**src/rtl/pdc_pkg.sv**
```systemverilog
// Shared types and constants for the Pareto dominance comparator.
// No dependencies; imported by pareto_dominance_compare.
package pdc_pkg;

	localparam int VALUE_WIDTH = 32;

	typedef logic signed [VALUE_WIDTH-1:0] value_t;

	typedef enum logic [1:0] {
		MODE_WEAK_ROUNDED   = 2'd0,
		MODE_STRICT_ROUNDED = 2'd1,
		MODE_STRONG         = 2'd2,
		MODE_WEAK_TRUE      = 2'd3
	} mode_t;

	typedef logic [2:0] relation_t;

	localparam relation_t REL_INCOMPARABLE = 3'd0;
	localparam relation_t REL_DOMINATES    = 3'd1;
	localparam relation_t REL_DOMINATED    = 3'd2;
	localparam relation_t REL_EQUAL        = 3'd3;
	localparam relation_t REL_EQUAL_SOME   = 3'd4;

	typedef struct packed {
		logic weak_dominates;
		logic weak_dominated;
		logic strict_dominates;
		logic strict_dominated;
		logic all_equal;
		logic some_equal;
		logic strong_dominates;
		logic strong_dominated;
		logic true_dominates;
		logic true_dominated;
	} flags_t;

	localparam flags_t FLAGS_CLEAR = '{
		weak_dominates:   1'b1,
		weak_dominated:   1'b1,
		strict_dominates: 1'b1,
		strict_dominated: 1'b1,
		all_equal:        1'b1,
		some_equal:       1'b0,
		strong_dominates: 1'b1,
		strong_dominated: 1'b1,
		true_dominates:   1'b1,
		true_dominated:   1'b1
	};

	// weak modes: both set means equal, neither means incomparable
	function automatic relation_t weak_code(input logic dom, input logic domd);
		relation_t r;
		if (dom && domd) begin
			r = REL_EQUAL;
		end else if (!dom && !domd) begin
			r = REL_INCOMPARABLE;
		end else if (dom) begin
			r = REL_DOMINATES;
		end else begin
			r = REL_DOMINATED;
		end
		return r;
	endfunction

	function automatic relation_t pair_code(input logic dom, input logic domd);
		relation_t r;
		if (!dom && !domd) begin
			r = REL_INCOMPARABLE;
		end else if (dom) begin
			r = REL_DOMINATES;
		end else begin
			r = REL_DOMINATED;
		end
		return r;
	endfunction

endpackage

```
**src/rtl/pareto_dominance_compare.sv**
```systemverilog
// Pareto dominance comparator: streams one criterion of two solutions per beat.
// A beat with last set passes the input register, then the result register.
// Throughput: one criterion per cycle unless stalled; an input register feeds the
// compare and flag update; a result register holds the outcome until it is taken.
// Reset: arst_n clears valids and sets all running flags to their start values.
// Depends on pdc_pkg.
module pareto_dominance_compare
	import pdc_pkg::*;
(
	input  logic                          clk,
	input  logic                          arst_n,
	input  logic                          item_valid,
	output logic                          item_stall,
	input  logic [1:0]                    mode,
	input  logic signed [VALUE_WIDTH-1:0] first_true,
	input  logic signed [VALUE_WIDTH-1:0] first_rounded,
	input  logic signed [VALUE_WIDTH-1:0] second_true,
	input  logic signed [VALUE_WIDTH-1:0] second_rounded,
	input  logic                          last,
	output logic                          result_valid,
	input  logic                          result_stall,
	output logic [2:0]                    relation,
	output logic                          rounded_equal
);

	logic      valid_s1;
	mode_t     mode_s1;
	value_t    ft_s1, fr_s1, st_s1, sr_s1;
	logic      last_s1;

	flags_t    flags_q, flags_upd;
	relation_t rel_d;
	relation_t relation_q;
	logic      rounded_equal_q;
	logic      result_valid_q;

	logic      gt_r, lt_r, eq_r, gt_t, lt_t;
	logic      out_free, move_s1;

	// stage 1 retires unless it carries a result and the result register is full and stalled
	assign out_free   = !result_valid_q || !result_stall;
	assign move_s1    = valid_s1 && (!last_s1 || out_free);
	assign item_stall = valid_s1 && !move_s1;

	always_ff @(posedge clk or negedge arst_n) begin
		if (!arst_n) begin
			valid_s1 <= 1'b0;
		end else if (!item_stall) begin
			valid_s1 <= item_valid;
		end
	end

	always_ff @(posedge clk) begin
		if (!item_stall && item_valid) begin
			mode_s1 <= mode_t'(mode);
			ft_s1   <= first_true;
			fr_s1   <= first_rounded;
			st_s1   <= second_true;
			sr_s1   <= second_rounded;
			last_s1 <= last;
		end
	end

	assign gt_r = fr_s1 > sr_s1;
	assign lt_r = fr_s1 < sr_s1;
	assign eq_r = fr_s1 == sr_s1;
	assign gt_t = ft_s1 > st_s1;
	assign lt_t = ft_s1 < st_s1;

	always_comb begin
		flags_upd = flags_q;
		if (gt_r) begin
			flags_upd.weak_dominated = 1'b0;
		end else if (lt_r) begin
			flags_upd.weak_dominates = 1'b0;
		end
		if (!gt_r) begin
			flags_upd.strict_dominates = 1'b0;
		end
		if (!lt_r) begin
			flags_upd.strict_dominated = 1'b0;
		end
		if (!eq_r) begin
			flags_upd.all_equal = 1'b0;
		end else begin
			flags_upd.some_equal = 1'b1;
		end
		// rounded tie falls back to true values
		if (eq_r) begin
			if (gt_t) begin
				flags_upd.strong_dominated = 1'b0;
			end else if (lt_t) begin
				flags_upd.strong_dominates = 1'b0;
			end
		end else if (lt_r) begin
			flags_upd.strong_dominates = 1'b0;
		end else begin
			flags_upd.strong_dominated = 1'b0;
		end
		if (gt_t) begin
			flags_upd.true_dominated = 1'b0;
		end else if (lt_t) begin
			flags_upd.true_dominates = 1'b0;
		end
	end

	always_comb begin
		case (mode_s1)
			MODE_WEAK_ROUNDED: begin
				rel_d = weak_code(flags_upd.weak_dominates, flags_upd.weak_dominated);
			end
			MODE_STRICT_ROUNDED: begin
				if (flags_upd.all_equal) begin
					rel_d = REL_EQUAL;
				end else if (flags_upd.some_equal) begin
					rel_d = REL_EQUAL_SOME;
				end else begin
					rel_d = pair_code(flags_upd.strict_dominates,
						flags_upd.strict_dominated);
				end
			end
			MODE_STRONG: begin
				if (flags_upd.all_equal) begin
					rel_d = REL_EQUAL;
				end else begin
					rel_d = pair_code(flags_upd.strong_dominates,
						flags_upd.strong_dominated);
				end
			end
			MODE_WEAK_TRUE: begin
				rel_d = weak_code(flags_upd.true_dominates, flags_upd.true_dominated);
			end
			default: begin
				rel_d = REL_INCOMPARABLE;
			end
		endcase
	end

	always_ff @(posedge clk or negedge arst_n) begin
		if (!arst_n) begin
			flags_q <= FLAGS_CLEAR;
		end else if (move_s1) begin
			flags_q <= last_s1 ? FLAGS_CLEAR : flags_upd;
		end
	end

	always_ff @(posedge clk or negedge arst_n) begin
		if (!arst_n) begin
			result_valid_q <= 1'b0;
		end else if (move_s1 && last_s1) begin
			result_valid_q <= 1'b1;
		end else if (!result_stall) begin
			result_valid_q <= 1'b0;
		end
	end

	always_ff @(posedge clk) begin
		if (move_s1 && last_s1) begin
			relation_q      <= rel_d;
			rounded_equal_q <= flags_upd.all_equal;
		end
	end

	assign result_valid  = result_valid_q;
	assign relation      = relation_q;
	assign rounded_equal = rounded_equal_q;

endmodule

```
**config.mk**
```make
export PLATFORM = sky130hd
export DESIGN_NAME = pareto_dominance_compare
export DESIGN_NICKNAME = d
export VERILOG_FILES = /design/src/rtl/pdc_pkg.sv /design/src/rtl/pareto_dominance_compare.sv
export SDC_FILE = /design/constraint.sdc
export NUM_CORES = 1
export LEC_CHECK = 0
export ABC_CLOCK_PERIOD_IN_PS = 10300
export BUFFER_PORTS_ARGS = -buffer_cell sky130_fd_sc_hd__buf_2
export CORE_UTILIZATION = 40
export CTS_CLUSTER_SIZE = 24
export DETAILED_ROUTE_END_ITERATION = 8
export GPL_TIMING_DRIVEN = 1
export HOLD_SLACK_MARGIN = 0.03
export PLACE_DENSITY = 0.68
export SYNTH_ARGS = -nofsm -noshare
export SYNTH_HDL_FRONTEND = slang
export SYNTH_SLANG_ARGS = --single-unit
```
**constraint.sdc**
```tcl
create_clock -name clk -period 10.3 [get_ports clk]
set_clock_uncertainty 0.15 [all_clocks]
set_input_delay 1.03 -clock clk [delete_from_list [all_inputs] [get_ports clk]]
set_output_delay 1.03 -clock clk [all_outputs]
set_load 0.01 [all_outputs]
```
==> flow_metrics.tcl <==
set metrics [dict create \
    status "finished clean" \
    vdd_drop_max_uv 118 \
    fin_nets 797 \
    r2r_setup_slack_ns 7.35 \
    avgSynthCellArea_um2 14.6 \
    whs_ns 0.332 \
    post_cts_buffers 0 \
    row_count 45 \
    synth_common_cells "edfxtp_1, inv_1, ha_1" \
    initialDrtViolationCount 152 \
    worstReg2RegStart "fr_s1[14]$_DFFE_PP_" \
    drc 0 \
    layout.cells.non_filler 822 \
    clock_path_buffers 2 \
    slew_violations 0 \
    grt_pass1_wl_um 18100 \
    hpwl_um 8580 \
    yosys_warnings 0 \
    clock-sinks 147 \
    yosys.area.top_type "edfxtp_1" \
    synth_edf_count 135 \
    synth_ff_type "edfxtp_1" \
    vias 3914 \
    ys_types 46 \
    hold_viol 0 \
    dieWidth_um 129 \
    max-cap-violations 0 \
    cts_resized 0 \
    ctsHoldBuffers 0 \
    path_max_fanout 76 \
    dr.pass1.iters 4 \
    slew_headroom_pct 36.2 \
    diodes 0 \
    synth_area_leaders "edfxtp_1, ha_1, inv_1" \
    wirelength_um 11600 \
    r2r_cells 8 \
    crit_path_start "result_stall" \
    grt_max_degree 77 \
    numPortBuffers 140 \
    path_delay_family "buffers and inverters" \
    path_class "in2reg" \
    antenna_found_initial 0 \
    period_needed_ns 2.98 \
    cp-endpoint "sr_s1[31]$_DFFE_PP_" \
    required_ns 10.18 \
    htree_levels 4 \
    start_kind "primary input" \
    slowest_delay_ns 0.84 \
    clockRootBuffer "clkbuf_16" \
    die_h_um 129 \
    drtAntennaViolNets 0 \
    power_density_nw_per_um2 182 \
    timing.final.ws_setup_ns 7.32 \
    ios 141 \
    clk_latency_ns 0.42 \
    hp-class "reg2reg" \
    synthesis.area_um2 6410 \
    synthCells 439 \
    dp.cells 790 \
    cp.buffers_inverters 2 \
    first_global_vias 3963 \
    initial_core_util_pct 41.6 \
    clock.fmax_mhz 335 \
    die-area_um2 16500 \
    place.gp.congestion 0.771 \
    r2r_end "relation[0]$_DFFE_PP_" \
    synth_top_area_share_pct 63.2 \
    min_period_over_period_pct 29.0 \
    path_cells "buf_2 -> nand4_1 -> and2_4 -> buf_4" \
    tns_ns 0 \
    area_growth_pct 24.1 \
    grtUsageTotal_pct 14.7 \
    critPathArrivalTime_ns 2.86 \
    synth_async_sr_flop_share_pct 8.16 \
    grt.overflow.total 0 \
    critPathCaptureType "flop" \
    clk_pin_slew_ns 0.05 \
    leakagePower_nw 3.48 \
    ys_seq_elements 147 \
    crit_cells 4 \
    cts_made_buffers 17 \
    cts_tree "yes" \
    synth.most_common_cell "edfxtp_1" \
    wire_per_inst_um 14.1 \
    rsz0062_at_grt "no" \
    post-place-ws_ns 6.85 \
    design.core.area_um2 15400 \
    finish.utilization_pct 51.6 \
    seq_area_frac_synth_pct 68.1 \
    synth_nets 638 \
    drive_above_1_share_pct 31.1 \
    crit_slowest_cell "buf_4" \
    tightest_slew_ns 0.957 \
    viasPerCell 4.76 \
    setup_violations 0 \
]
## placed cells by master (no fill, tap or decap), drive strengths merged, types with 4 or more instances in the layout
cell	instances
nor4	5
buf	141
a221o	4
nand4	14
inv	71
edfxtp	135
ha	64
o21ai	13
clkbuf	24
a21o	7
nand2	26
nor2	7
and2	4
a21oi	30
nand3	11
dfstp	9
## power breakdown
part,switching [mW],internal [mW]
combinational,0.0736,0.0585
sequential,0.0139,0.706
clock,0.227,0.370
## layout make-up
class	count	area, µm²
Multi-Input combinational cell	220	1780
Sequential cell	147	4370
Clock inverter	8	105
Inverter	71	267
Timing Repair Buffer	141	708
Tap cell	211	264
Clock buffer	24	472
Fill cell	1336	7470
## layer usage
metal  share of wire, %  routed length [µm]  vias to the layer above  track usage [%]
met5                  0                   0                        -                0
met4                2.0                 232                        0             6.02
met3                4.9                 572                       17             4.99
met2                 50                5770                      120             24.8
met1                 43                5050                     1824             17.3
li1                   -                   -                     1953                -
## worst reg2reg max path, cell delays in order (launching register included)
cell	delay, ns
edfxtp_1	0.38
ha_1	0.34
nand4_1	0.18
nor2_1	0.08
a221o_1	0.34
o31ai_1	0.55
a311oi_1	0.24
o31ai_1	0.32
a21oi_1	0.11
## state kept, by name, indices dropped and copies added (netlist names), 2 cells and up
name	cells
fr_s1	32
sr_s1	32
st_s1	32
ft_s1	32
mode_s1	2
relation	3
flags_q	10
## cell families after synthesis
group                      synth area share [%]
DFF                                        68.1
and+or+nand+nor                            6.97
AOI/OAI and AO/OA                          8.08
buffers and inverters                      4.23
adders and majority gates                  12.6
## through the flow
stage	instance area (µm²)	total power [mW]
2_1_floorplan	6410	0.811
3_3_place_gp	7380	0.858
3_5_place_dp	7380	0.865
4_1_cts	7960	1.47
5_1_grt	7960	1.51
6_report	7960	1.45
## worst min path at each step
stage               slack, ns                    from  cells past startpoint                  endpoint
floorplan                0.31  flags_q[1]$_DFFE_PN1P_                      2    flags_q[1]$_DFFE_PN1P_
global placement         0.32  flags_q[9]$_DFFE_PN1P_                      2    flags_q[9]$_DFFE_PN1P_
global route             0.34                  arst_n                      1  result_valid$_DFFE_PN0P_
detailed placement       0.32  flags_q[1]$_DFFE_PN1P_                      2    flags_q[1]$_DFFE_PN1P_
finish                   0.33  flags_q[1]$_DFFE_PN1P_                      2    flags_q[1]$_DFFE_PN1P_
CTS                      0.33                  arst_n                      1      valid_s1$_DFFE_PN0N_
Note: power is estimated with default switching activity, not from simulation.
